$ cat src/design/abct_pkg.sv
// Package for the allocation break counter table.
// Holds field widths, parameter defaults, command codes, controller states and the
// command and status structs shared by the controller, the datapath and the top level.
package abct_pkg;

   // fixed field widths of the channels
   localparam int KEY_W  = 32;
   localparam int THR_W  = 16;
   localparam int SIZE_W = 32;
   localparam int CMD_W  = 2;

   // parameter defaults
   localparam int DEF_ENTRIES  = 128;
   localparam int DEF_KEY_BITS = 32;

   localparam logic [THR_W-1:0] HITS_MAX = '1;

   typedef enum logic [CMD_W-1:0] {
      CMD_SET   = 2'd0,
      CMD_CLEAR = 2'd1,
      CMD_CHECK = 2'd2,
      CMD_NONE  = 2'd3
   } cmd_type;

   typedef enum logic [2:0] {
      ST_IDLE,
      ST_DISPATCH,
      ST_SEARCH,
      ST_SHIFT,
      ST_DONE
   } state_type;

   // controller to datapath
   typedef struct packed {
      logic load;         // latch the request, restart the scan
      logic scan;         // read the next entry while any remain
      logic stop_on_hit;  // freeze the scan on a key match
      logic hit_act;      // record the match; update the entry on set or check
      logic miss_act;     // key absent: append on set
      logic shift_wr;     // move the entry just read down by one
      logic dec_count;    // one entry removed
      logic clear_all;    // empty the table
      logic brk_fire;     // break-every check
      logic emit;         // load the response register
   } ctl_cmd_type;

   // datapath to controller
   typedef struct packed {
      cmd_type op;
      logic    key_zero;
      logic    brk;
      logic    hit;
      logic    drained;
   } dp_status_type;

endpackage

$ cat src/design/abct_ctrl.sv
// Controller of the allocation break counter table: sequences dispatch, table
// search, compaction and response. Uses abct_pkg command/status structs and states.
module abct_ctrl (
   input  logic                    clock,
   input  logic                    reset,
   input  logic                    req_valid,
   output logic                    req_ready,
   output logic                    rsp_valid,
   input  logic                    rsp_ready,
   input  abct_pkg::dp_status_type status,
   output abct_pkg::ctl_cmd_type   ctl
);

   abct_pkg::state_type state_ff, state_in;
   logic                rsp_valid_ff, rsp_valid_in;

   always_ff @(posedge clock) begin
      if (reset) begin
         state_ff     <= abct_pkg::ST_IDLE;
         rsp_valid_ff <= 1'b0;
      end else begin
         state_ff     <= state_in;
         rsp_valid_ff <= rsp_valid_in;
      end
   end

   always_comb begin
      state_in     = state_ff;
      ctl          = '0;
      req_ready    = 1'b0;
      rsp_valid_in = rsp_valid_ff && !rsp_ready;
      case (state_ff)
         abct_pkg::ST_IDLE: begin
            req_ready = 1'b1;
            if (req_valid) begin
               ctl.load = 1'b1;
               state_in = abct_pkg::ST_DISPATCH;
            end
         end
         abct_pkg::ST_DISPATCH: begin
            case (status.op)
               abct_pkg::CMD_SET: begin
                  state_in = abct_pkg::ST_SEARCH;
               end
               abct_pkg::CMD_CLEAR: begin
                  if (status.key_zero) begin
                     ctl.clear_all = 1'b1;
                     state_in      = abct_pkg::ST_DONE;
                  end else begin
                     state_in = abct_pkg::ST_SEARCH;
                  end
               end
               abct_pkg::CMD_CHECK: begin
                  if (status.brk) begin
                     ctl.brk_fire = 1'b1;
                     state_in     = abct_pkg::ST_DONE;
                  end else begin
                     state_in = abct_pkg::ST_SEARCH;
                  end
               end
               default: begin
                  state_in = abct_pkg::ST_DONE;
               end
            endcase
         end
         abct_pkg::ST_SEARCH: begin
            ctl.scan        = 1'b1;
            ctl.stop_on_hit = 1'b1;
            if (status.hit) begin
               ctl.hit_act = 1'b1;
               state_in    = (status.op == abct_pkg::CMD_CLEAR) ? abct_pkg::ST_SHIFT
                                                                 : abct_pkg::ST_DONE;
            end else if (status.drained) begin
               ctl.miss_act = 1'b1;
               state_in     = abct_pkg::ST_DONE;
            end
         end
         abct_pkg::ST_SHIFT: begin
            // close the gap left by the removed entry
            ctl.scan     = 1'b1;
            ctl.shift_wr = 1'b1;
            if (status.drained) begin
               ctl.dec_count = 1'b1;
               state_in      = abct_pkg::ST_DONE;
            end
         end
         abct_pkg::ST_DONE: begin
            // hold until the response register is free
            if (!rsp_valid_ff || rsp_ready) begin
               ctl.emit     = 1'b1;
               rsp_valid_in = 1'b1;
               state_in     = abct_pkg::ST_IDLE;
            end
         end
         default: begin
            state_in = abct_pkg::ST_IDLE;
         end
      endcase
   end

   assign rsp_valid = rsp_valid_ff;

endmodule

$ cat config.mk
export PLATFORM = sky130hd
export DESIGN_NAME = abct_ctrl
export DESIGN_NICKNAME = d
export VERILOG_FILES = /design/src/design/abct_pkg.sv /design/src/design/abct_ctrl.sv
export SDC_FILE = /design/constraint.sdc
export NUM_CORES = 1
export LEC_CHECK = 0
export BUFFER_PORTS_ARGS = -buffer_cell sky130_fd_sc_hd__clkbuf_2
export CAP_MARGIN = 20
export CORE_AREA = 2 2 39 41
export CTS_CLUSTER_SIZE = 40
export DETAILED_ROUTE_END_ITERATION = 10
export DIE_AREA = 0 0 41 43
export HOLD_SLACK_MARGIN = 0.06
export PLACE_DENSITY = 0.51
export SLEW_MARGIN = 20
export SYNTH_ARGS = -nofsm -noshare
export SYNTH_HDL_FRONTEND = slang
export SYNTH_SLANG_ARGS = --single-unit
$ cat constraint.sdc
create_clock -name clock -period 1.4 [get_ports clock]
set_input_delay 0.21 -clock clock [delete_from_list [all_inputs] [get_ports clock]]
set_output_delay 0.21 -clock clock [all_outputs]
set_load 0.1 [all_outputs]
==> results of run 1 <==
logic make-up (layout without fill, tap and decap cells):
logic type      Yosys count  after routing  synth area share
simple gates             27             27             0.463
compound gates            8              8             0.178
mux                       1              1            0.0309
flops                     4              4             0.247
buf+inv                   5             34            0.0811
registers in the layout, summed over array words and instances, names as in the netlist:
| name | count |
|---|---|
| rsp_valid | 1 |
| state_ff | 3 |
worst max-delay path: cells and delay by family (launching register included):
family                 cells  cell delay [ps]
flip-flops                 1              360
buffers and inverters      1              180
AND/OR/NAND/NOR            2              470
layer usage:
metal,global-route usage,vias to the layer above,wire (microns)
li1,-,219,-
met1,0.167,185,410
met2,0.203,12,494
met3,0,2,41
met4,0.0600,0,19
met5,0,-,0
placed cells by master, fill, tap and decap left out, drive strengths merged, types with 3 or more instances in the layout:
master	instances
a21oi	3
buf	17
clkbuf	13
dfxtp	4
inv	4
nand2b	4
nor2	8
nor3	3
nor4	3
what timing repair did:
item                                    4_1_cts  5_1_grt
hold buffers                                  0        0
resized for setup                             4        4
endpoints found under the setup margin        9        9
pin swaps                                     2        1
worst max path at each step:
stage              to  slack, ps  cells past startpoint
2_1_floorplan  ctl[9]       -500                      3
3_3_place_gp   ctl[1]        140                      3
3_5_place_dp   ctl[1]        130                      3
4_1_cts        ctl[0]        -70                      3
5_1_grt        ctl[1]       -100                      3
6_report       ctl[0]        -60                      3
stage by stage:
| stage | TNS [ps] | instance area, sq um | utilization | power, mW |
|---|---|---|---|---|
| 2_1_floorplan | -2780 | 435 | - | 0.337 |
| 3_3_place_gp | 0 | 759 | 0.549 | 0.451 |
| 3_5_place_dp | 0 | 759 | 0.549 | 0.453 |
| 4_1_cts | -276 | 796 | 0.575 | 0.606 |
| 5_1_grt | -509 | 808 | 0.584 | 0.632 |
| 6_report | -204 | 808 | 0.584 | 0.605 |
area by class of cell:
type / instances / area, sq um / share of cell area
Multi-Input combinational cell: 36 / 330 / 0.409
Clock buffer: 3 / 22.5 / 0.0279
Inverter: 4 / 15.0 / 0.0186
Tap cell: 16 / 20.0 / 0.0248
Sequential cell: 4 / 90.1 / 0.111
Timing Repair Buffer: 27 / 330 / 0.409
where the power goes:
part / total (mW) / switching, mW / internal (mW)
Sequential: 0.133 / 0.0117 / 0.121
Clock: 0.149 / 0.0529 / 0.0963
Combinational: 0.323 / 0.199 / 0.124
Total: 0.605 / 0.264 / 0.342
==> summary.md, run 1 <==
| Metric | Value |
|---|---|
| Outcome | `complete, but fails checks` |
| Failing checks | `negative setup slack` |
| DP Cell Count | `87` |
| Vias | `418` |
| Vias in the first global route | `slightly below 400` |
| CP max stage cell | `dfxtp_4` |
| Hold endpoint | `rsp_valid$_SDFF_PP0_` |
| Pwr dens | `about 750 mW/mm^2` |
| Worst reg-to-reg path cell count | `4` |
| Fmax | `between 600 and 700 MHz` |
| Count of cell types in the netlist | `23` |
| Largest net degree at the start of global routing | `7` |
| Commonest cells in the netlist | `8 x nor2_1, 4 x dfxtp_1` |
| Clock Pin Slew Worst Setup and Hold Paths | `40 ps` |
| Post-DRT Antenna Nets | `0` |
| # port buffers | `21` |
| DP HPWL | `842 microns` |
| Fin cells | `90` |
| CP max stage delay | `~360 ps` |
| Worst hold-check path type | `input pin to flop` |
| Worst setup SP type | `flop` |
| Layout cells sized above 1 | `0.662` |
| DIE HEIGHT | `43 microns` |
| Ys flop type | `dfxtp_1` |
| Drt pass-1 iters | `3` |
| Crit path cell chain | `nor3b_1, nor2b_4, buf_12` |
| Final Hold Vio Count | `0` |
| Most common cell in the netlist | `nor2_1` |
| CTS max path bufs | `2` |
| CP required | `1190 ps` |
| # nets final | `86` |
| Crit path max fanout | `6` |
| Worst reg2reg path endpoint | `state_ff[2]$_SDFFE_PP0P_` |
| GR Util All Layers | `0.126` |
| Worst hold start | `reset` |
| WHS | `about 160 ps` |
| Synth area leader | `dfxtp_1` |
| Post-synth EDFFs | `0` |
| Reg-to-reg setup timing slack | `310 ps` |
| Total setup buffers inserted after CTS | `0` |
| CTS tree | `built` |
| Top cells by area, synth | `dfxtp_1 25%, nor2_1 9.3%, nand2b_1 5.8%, nor4_1 5.8%, a21oi_1 4.6%` |
| WL/cell | `between 10 and 15 microns` |
| Max-slew headroom | `0.642` |
| FFs w/ async S/R, synth | `0` |
| Lkg Pwr | `0.338 nW` |
| Count of state elements after synthesis | `4` |
| Endpoints failing setup | `4` |
| Clock root buffer | `clkbuf_4` |
| Critical Path AT | `between 1000 and 1500 ps` |
| Setup crit start | `state_ff[0]$_SDFFE_PP0P_` |
| Syn Area/Cell | `7.20 sq um` |
| Max_cap viols | `0` |
| Period utilisation layout | `1.04` |
| Fillers | `about 120` |
| Synthesis-to-finish area growth | `149%` |
| Max VDD drop | `0.380 mV` |
| Htree depth | `1` |
| Total Wirelength | `966 microns` |
| Worst setup path category | `flop to output port` |
| Mapped Cells | `between 40 and 50` |
| Final Max Slew Viols | `0` |
| # IOs | `22` |
| Syn Std Cell Area | `324 sq um` |
| Antenna cells | `0` |
| Die ar. | `roughly 0.0018 sq mm` |
| Initial Util | `0.234` |
| Worst Tran Pin Value | `approximately 540 ps` |
| Core box area | `0.00138 sq mm` |
| First-pass GRT wire length | `approximately 1.6 mm` |
| Clk sinks | `4` |
| R2R Path Start | `state_ff[2]$_SDFFE_PP0P_` |
| DR DRC count | `0` |
| Worst-skew pair later-pin latency | `roughly 240 ps` |
| Worst hold stages | `2` |
| CTS Buf Count | `3` |
| Placer Congestion | `0.796` |
| Minimum setup slack after placement | `roughly 130 ps` |
| Via density | `about 4.6` |
| Min cycle time layout | `around 1500 ps` |
| Cell row count | `14` |
| Initial detailed-routing violation count | `2` |
| Die W | `between 40 and 50 microns` |
| CP endpoint kind | `output port` |
| Initial antenna violation count | `0` |
| Remaining Overflow, GRT | `0` |
| Post-synth top area share | `0.247` |
| Yosys warning total | `0` |
| RSZ-0062 raised after global routing | `yes` |
| Post-synthesis sequential area ratio | `0.247` |
| Clk_skew | `between 0.15 and 0.2 ps` |
| Final WS setup | `-56.4 ps` |
| Net count after synthesis | `55` |
Power figures use the tool's default switching activity.
==> inputs of run 2 (changes only) <==
--- a/config.mk
+++ b/config.mk
@@ -6,13 +6,12 @@
 export NUM_CORES = 1
 export LEC_CHECK = 0
 export BUFFER_PORTS_ARGS = -buffer_cell sky130_fd_sc_hd__clkbuf_2
-export CAP_MARGIN = 20
 export CORE_AREA = 2 2 39 41
 export CTS_CLUSTER_SIZE = 40
 export DETAILED_ROUTE_END_ITERATION = 10
 export DIE_AREA = 0 0 41 43
 export HOLD_SLACK_MARGIN = 0.06
-export PLACE_DENSITY = 0.51
+export PLACE_DENSITY = 0.53
 export SLEW_MARGIN = 20
 export SYNTH_ARGS = -nofsm -noshare
 export SYNTH_HDL_FRONTEND = slang
==> constraint.sdc (replaced) <==
create_clock -name clock -period 1.2 [get_ports clock]
set_input_delay 0.18 -clock clock [delete_from_list [all_inputs] [get_ports clock]]
set_output_delay 0.18 -clock clock [all_outputs]
set_load 0.1 [all_outputs]
==> summary.md, run 2 (synthesized netlist as in run 1, its figures left out) <==
| Metric | Value |
|---|---|
| Outcome | `complete, but fails checks (unchanged)` |
| Failing checks | `negative setup slack (unchanged)` |
| CTS tree | `built (unchanged)` |
| DR DRC count | `0 (unchanged)` |
| Lkg Pwr | `0.357 nW (was 0.338 nW)` |
| GR Util All Layers | `0.154 (was 0.126)` |
| Post-DRT Antenna Nets | `0 (unchanged)` |
| Largest register FFs | `3 (unchanged)` |
| Htree depth | `1 (unchanged)` |
| Antenna cells | `0 (unchanged)` |
| CP max stage delay | `360 ps (about the same)` |
| WL/cell | `11.7 microns (was 10.7 microns)` |
| Final Max Slew Viols | `0 (unchanged)` |
| Clk_skew | `2.36 ps (was 0.169 ps)` |
| Worst reg-to-reg path cell count | `5 (was 4)` |
| Initial Util | `0.234 (unchanged)` |
| Die W | `41 microns (unchanged)` |
| Worst Tran Pin Value | `308 ps (was 539 ps)` |
| Period utilisation layout | `1.20` |
| CTS max path bufs | `2 (unchanged)` |
| Tot Pwr | `0.720 mW (was 0.605 mW)` |
| Crit path cell chain | `buf_6, nor4_4, buf_12 (was nor3b_1, nor2b_4, buf_12)` |
| Via density | `4.68 (was 4.64)` |
| Most flop-heavy register | `state_ff (unchanged)` |
| CTS Buf Count | `3 (unchanged)` |
| Initial antenna violation count | `0 (unchanged)` |
| Die ar. | `0.00176 sq mm (unchanged)` |
| Clock root buffer | `clkbuf_4 (unchanged)` |
| First-pass GRT wire length | `1.85 mm (was 1.59 mm)` |
| Worst hold start | `reset (unchanged)` |
| Worst setup SP type | `flop (unchanged)` |
| Initial detailed-routing violation count | `1 (was 2)` |
| Crit path max fanout | `6 (unchanged)` |
| Total Wirelength | `1.10 mm (was 966 microns)` |
| Max VDD drop | `0.472 mV (was 0.380 mV)` |
| CP max stage cell | `dfxtp_4 (unchanged)` |
| Worst setup path category | `flop to output port (unchanged)` |
| Min cycle time layout | `1440 ps` |
| Reg-to-reg setup timing slack | `-100 ps (was 310 ps)` |
| # nets final | `90 (was 86)` |
| Fin util | `0.625 (was 0.584)` |
| Top delay family on crit path | `flip-flops (was simple AND/OR/NAND/NOR gates)` |
| Pwr dens | `833 mW/mm^2 (was 749 mW/mm^2)` |
| # IOs | `22 (unchanged)` |
| Remaining Overflow, GRT | `0 (unchanged)` |
| Final Hold Vio Count | `0 (unchanged)` |
| Vias in the first global route | `443 (was 391)` |
| Worst hold-check path type | `input pin to flop (unchanged)` |
| Critical Path AT | `1260 ps (was 1250 ps)` |
| Most common cell after layout, fill and taps aside | `buf_12 (unchanged)` |
| Placer Congestion | `0.787 (was 0.796)` |
| Largest net degree at the start of global routing | `7 (unchanged)` |
| CP Buf/Inv Count | `2 (was 1)` |
| DP HPWL | `834 microns (was 842 microns)` |
| Worst hold stages | `2 (unchanged)` |
| RSZ-0062 raised after global routing | `yes (unchanged)` |
| Worst-skew pair later-pin latency | `230 ps (was 240 ps)` |
| Cell row count | `14 (unchanged)` |
| Most frequent cells in the layout | `12 x buf_12, 9 x clkbuf_2, 6 x buf_4 (was 11 x buf_12, 10 x clkbuf_2, 5 x nor2_1)` |
| # port buffers | `21 (unchanged)` |
| CP endpoint kind | `output port (unchanged)` |
| Fmax | `696 MHz` |
| Max_cap viols | `0 (unchanged)` |
| Final WS setup | `-237 ps (was -56.4 ps)` |
| Hold endpoint | `rsp_valid$_SDFF_PP0_ (unchanged)` |
| WP depth | `3 (unchanged)` |
| Max-slew headroom | `0.794 (was 0.642)` |
| Hold Buf Count CTS | `0 (unchanged)` |
| Clock Pin Slew Worst Setup and Hold Paths | `40 ps (about the same)` |
| Design Area, Final | `865 sq um (was 808 sq um)` |
| R2R Path Start | `state_ff[2]$_SDFFE_PP0P_ (unchanged)` |
| Layout cells sized above 1 | `0.718 (was 0.662)` |
| Endpoints failing setup | `12 (was 4)` |
| Core box area | `0.00138 sq mm (unchanged)` |
| Worst reg2reg path endpoint | `state_ff[2]$_SDFFE_PP0P_ (unchanged)` |
| CP required | `1020 ps (was 1190 ps)` |
| DIE HEIGHT | `43 microns (unchanged)` |
| Synthesis-to-finish area growth | `167% (was 149%)` |
| Clk sinks | `4 (unchanged)` |
| Vias | `440 (was 418)` |
| WHS | `140 ps (was 163 ps)` |
| Drt pass-1 iters | `2 (was 3)` |
| Post-Place Cell Area | `813 sq um (was 759 sq um)` |
[run 2: how the worst max path moves through the flow]
stage	start	end	slack, ps
final	state_ff[0]$_SDFFE_PP0P_	ctl[5]	-240
after global routing	state_ff[0]$_SDFFE_PP0P_	ctl[5]	-300
after CTS	state_ff[0]$_SDFFE_PP0P_	ctl[5]	-250
after detailed placement	state_ff[1]$_SDFFE_PP0P_	ctl[1]	-20
after global placement	state_ff[0]$_SDFFE_PP0P_	ctl[0]	-30
after floorplan	state_ff[1]$_SDFFE_PP0P_	ctl[9]	-670
[run 2: timing repair]
action / in CTS / in global routing
pin swaps: 4 / 3
hold endpoints to repair: 0 / 0
setup buffers: 2 / 0
setup endpoints to repair: 11 / 12
resized for setup: 9 / 1
[run 2: per-layer routing]
metal | part of all wire | track usage
met5 | 0 | 0
met4 | 0 | 0.0600
met3 | 0.026 | 0.0524
met2 | 0.55 | 0.247
met1 | 0.42 | 0.179
[run 2: power by group]
part / switching [mW] / internal, mW
sequential: 0.0140 / 0.142
combinational: 0.241 / 0.162
clock: 0.0504 / 0.112
total: 0.305 / 0.416
[run 2: worst reg2reg max path: cells and delay by family, from the launching register on]
family,cells,cell delay [ps]
AOI/OAI and AO/OA,2,290
buffers and inverters,2,310
DFF,1,340
and+or+nand+nor,1,240
[run 2: area by class of cell]
| type | instances | area [sq um] |
|---|---|---|
| Clock buffer | 3 | 22.5 |
| Timing Repair Buffer | 31 | 375 |
| Sequential cell | 4 | 90.1 |
| Fill cell | 120 | 519 |
| Inverter | 4 | 18.8 |
| Multi-Input combinational cell | 36 | 338 |
| Tap cell | 16 | 20.0 |
[run 2: stage by stage]
| stage | TNS, ps | instances | setup slack, ps |
|---|---|---|---|
| 2_1_floorplan | -4870 | 45 | -674 |
| 3_3_place_gp | -60.6 | 90 | -32.8 |
| 3_5_place_dp | -45.5 | 90 | -23.5 |
| 4_1_cts | -2000 | 95 | -251 |
| 5_1_grt | -2550 | 94 | -300 |
| 6_report | -1900 | 94 | -237 |
==> inputs of run 3 (changes only) <==
--- a/config.mk
+++ b/config.mk
@@ -12,6 +12,7 @@
 export DIE_AREA = 0 0 41 43
 export HOLD_SLACK_MARGIN = 0.06
 export PLACE_DENSITY = 0.53
+export SETUP_SLACK_MARGIN = 0.02
 export SLEW_MARGIN = 20
 export SYNTH_ARGS = -nofsm -noshare
 export SYNTH_HDL_FRONTEND = slang
==> summary.md, run 3 (synthesized netlist as in run 1, its figures left out) <==
| Metric | Value |
|---|---|
| Fin Setup TNS | `-2140 ps (was -1900 ps)` |
| Vias in the first global route | `434 (was 443)` |
| Clk_skew | `15.7 ps (was 2.36 ps)` |
| Worst-skew pair later-pin latency | `240 ps (was 230 ps)` |
| Most common cell after layout, fill and taps aside | `buf_12 (unchanged)` |
| Combinational Power Share | `0.550 (was 0.559)` |
| Hold Buf Count CTS | `0 (unchanged)` |
| # port buffers | `21 (unchanged)` |
| # IOs | `22 (unchanged)` |
| Worst reg-to-reg path cell count | `6 (was 5)` |
| R2R Path Start | `state_ff[2]$_SDFFE_PP0P_ (unchanged)` |
| Vias | `457 (was 440)` |
| Min cycle time layout | `1440 ps (about the same)` |
| CP endpoint kind | `output port (unchanged)` |
| Switching power | `0.321 mW (was 0.305 mW)` |
| Largest net degree at the start of global routing | `7 (unchanged)` |
| Max_cap viols | `0 (unchanged)` |
| Outcome | `complete, but fails checks (unchanged)` |
| Worst hold-check path type | `input pin to flop (unchanged)` |
| Clock root buffer | `clkbuf_4 (unchanged)` |
| Initial detailed-routing violation count | `6 (was 1)` |
| DIE HEIGHT | `43 microns (unchanged)` |
| CTS max path bufs | `2 (unchanged)` |
| Internal Power | `0.435 mW (was 0.416 mW)` |
| Die W | `41 microns (unchanged)` |
| Drt pass-1 iters | `3 (was 2)` |
| RSZ-0062 raised after global routing | `yes (unchanged)` |
| Htree depth | `1 (unchanged)` |
| Failing checks | `negative setup slack (unchanged)` |
| WL/cell | `11.3 microns (was 11.7 microns)` |
| Initial antenna violation count | `0 (unchanged)` |
| CTS tree | `built (unchanged)` |
| Cell row count | `14 (unchanged)` |
| Worst setup path category | `flop to output port (unchanged)` |
| Clock Power Share | `0.249 (was 0.225)` |
| Setup crit start | `state_ff[0]$_SDFFE_PP0P_ (unchanged)` |
| Clock Pin Slew Worst Setup and Hold Paths | `50 ps (was 40 ps)` |
| Pwr dens | `833 mW/mm^2 (about the same)` |
| CP endpoint | `ctl[5] (unchanged)` |
| DR DRC count | `0 (unchanged)` |
| Post-DRT Antenna Nets | `0 (unchanged)` |
| Tot Pwr | `0.756 mW (was 0.720 mW)` |
| Reg-to-reg setup timing slack | `-90 ps (was -100 ps)` |
| Max VDD drop | `0.809 mV (was 0.472 mV)` |
| DP HPWL | `851 microns (was 834 microns)` |
| Final WS setup | `-243 ps (was -237 ps)` |
| Most flop-heavy register | `state_ff (unchanged)` |
| Antenna cells | `0 (unchanged)` |
| Core box area | `0.00138 sq mm (unchanged)` |
| Total Wirelength | `1.09 mm (was 1.10 mm)` |
| Critical Path AT | `1260 ps (about the same)` |
| Die ar. | `0.00176 sq mm (unchanged)` |
| First-pass GRT wire length | `1.73 mm (was 1.85 mm)` |
| Remaining Overflow, GRT | `0 (unchanged)` |
| CTS Buf Count | `3 (unchanged)` |
| Initial Util | `0.234 (unchanged)` |
| Period utilisation layout | `1.20 (about the same)` |
| Fmax | `693 MHz (was 696 MHz)` |
| Layout cells sized above 1 | `0.725 (was 0.718)` |
| Synthesis-to-finish area growth | `180% (was 167%)` |
| Worst setup SP type | `flop (unchanged)` |
| GR Util All Layers | `0.142 (was 0.154)` |
| Max-slew headroom | `0.793 (was 0.794)` |
| Via density | `4.76 (was 4.68)` |
| Placer Congestion | `0.809 (was 0.787)` |
| CP required | `1020 ps (about the same)` |
| Crit path max fanout | `5 (was 6)` |
| Final Hold Vio Count | `0 (unchanged)` |
| Clk sinks | `4 (unchanged)` |
| Most frequent cells in the layout | `13 x buf_12, 9 x clkbuf_2, 6 x buf_6 (was 12 x buf_12, 9 x clkbuf_2, 6 x buf_4)` |
| Final Max Slew Viols | `0 (unchanged)` |
| Worst Tran Pin Value | `309 ps (was 308 ps)` |
| Sw frac | `0.424 (was 0.423)` |
| Largest register FFs | `3 (unchanged)` |
| Sequential Power Share | `0.201 (was 0.216)` |
| Worst reg2reg path endpoint | `state_ff[2]$_SDFFE_PP0P_ (unchanged)` |
| # nets final | `91 (was 90)` |
| Lkg Pwr | `0.372 nW (was 0.357 nW)` |
| Endpoints failing setup | `12 (unchanged)` |
-- run 3: changes by cell type in the layout (fill, tap and decap cells not counted) --
cell      before  now
buf_12        12   13
buf_6          4    6
a221oi_2       0    1
clkbuf_1       0    1
dfxtp_4        2    4
buf_4          6    4
dfxtp_2        2    0
a221oi_1       1    0
-- run 3: worst min-delay path by stage --
stage,end,from,cells past startpoint
2_1_floorplan,rsp_valid$_SDFF_PP0_,reset,1
3_3_place_gp,rsp_valid$_SDFF_PP0_,reset,2
3_5_place_dp,rsp_valid$_SDFF_PP0_,reset,2
4_1_cts,rsp_valid$_SDFF_PP0_,reset,2
5_1_grt,rsp_valid$_SDFF_PP0_,reset,2
6_report,rsp_valid$_SDFF_PP0_,reset,2
-- run 3: area by class of cell --
class | instances | area (sq um)
Sequential cell | 4 | 95.1
Tap cell | 16 | 20.0
Timing Repair Buffer | 32 | 403
Multi-Input combinational cell | 36 | 344
Clock buffer | 4 | 26.3
Inverter | 4 | 18.8
Fill cell | 103 | 477
-- run 3: metal layers --
metal  GRT usage  routed length, microns  vias to the layer above
met5           0                       0                        -
met3      0.0524                      55                        0
met4      0.0400                       0                        0
met1       0.151                     431                      212
met2       0.244                     601                       12
li1            -                       -                      233
-- run 3: timing repair --
item	in CTS	in global routing
setup endpoints to repair	12	13
pin swaps	4	2
resized for setup	7	7
setup buffers	1	0
gates cloned	0	0
-- run 3: worst max-delay path: stages (launching register included) --
cell     delay [ps]
dfxtp_4         360
buf_6           130
nor4_4          310
buf_12          210
-- run 3: power groups by stage --
stage | combinational [mW] | sequential (mW) | clock, mW
3_5_place_dp | 0.397 | 0.154 | 0
4_1_cts | 0.405 | 0.151 | 0.189
6_report | 0.416 | 0.152 | 0.188
5_1_grt | 0.435 | 0.154 | 0.199
2_1_floorplan | 0.223 | 0.169 | 0
3_3_place_gp | 0.396 | 0.153 | 0
-- run 3: stage by stage --
step / worst slack, ps / hold slack [ps] / utilization / cells / area, sq um
after floorplan: -674 / 243 / - / 45 / 442
after global placement: -19.7 / 366 / 0.595 / 91 / 823
after detailed placement: -37.5 / 371 / 0.595 / 91 / 823
after CTS: -243 / 120 / 0.636 / 96 / 880
after global routing: -295 / 122 / 0.656 / 96 / 907
final: -243 / 117 / 0.656 / 96 / 907
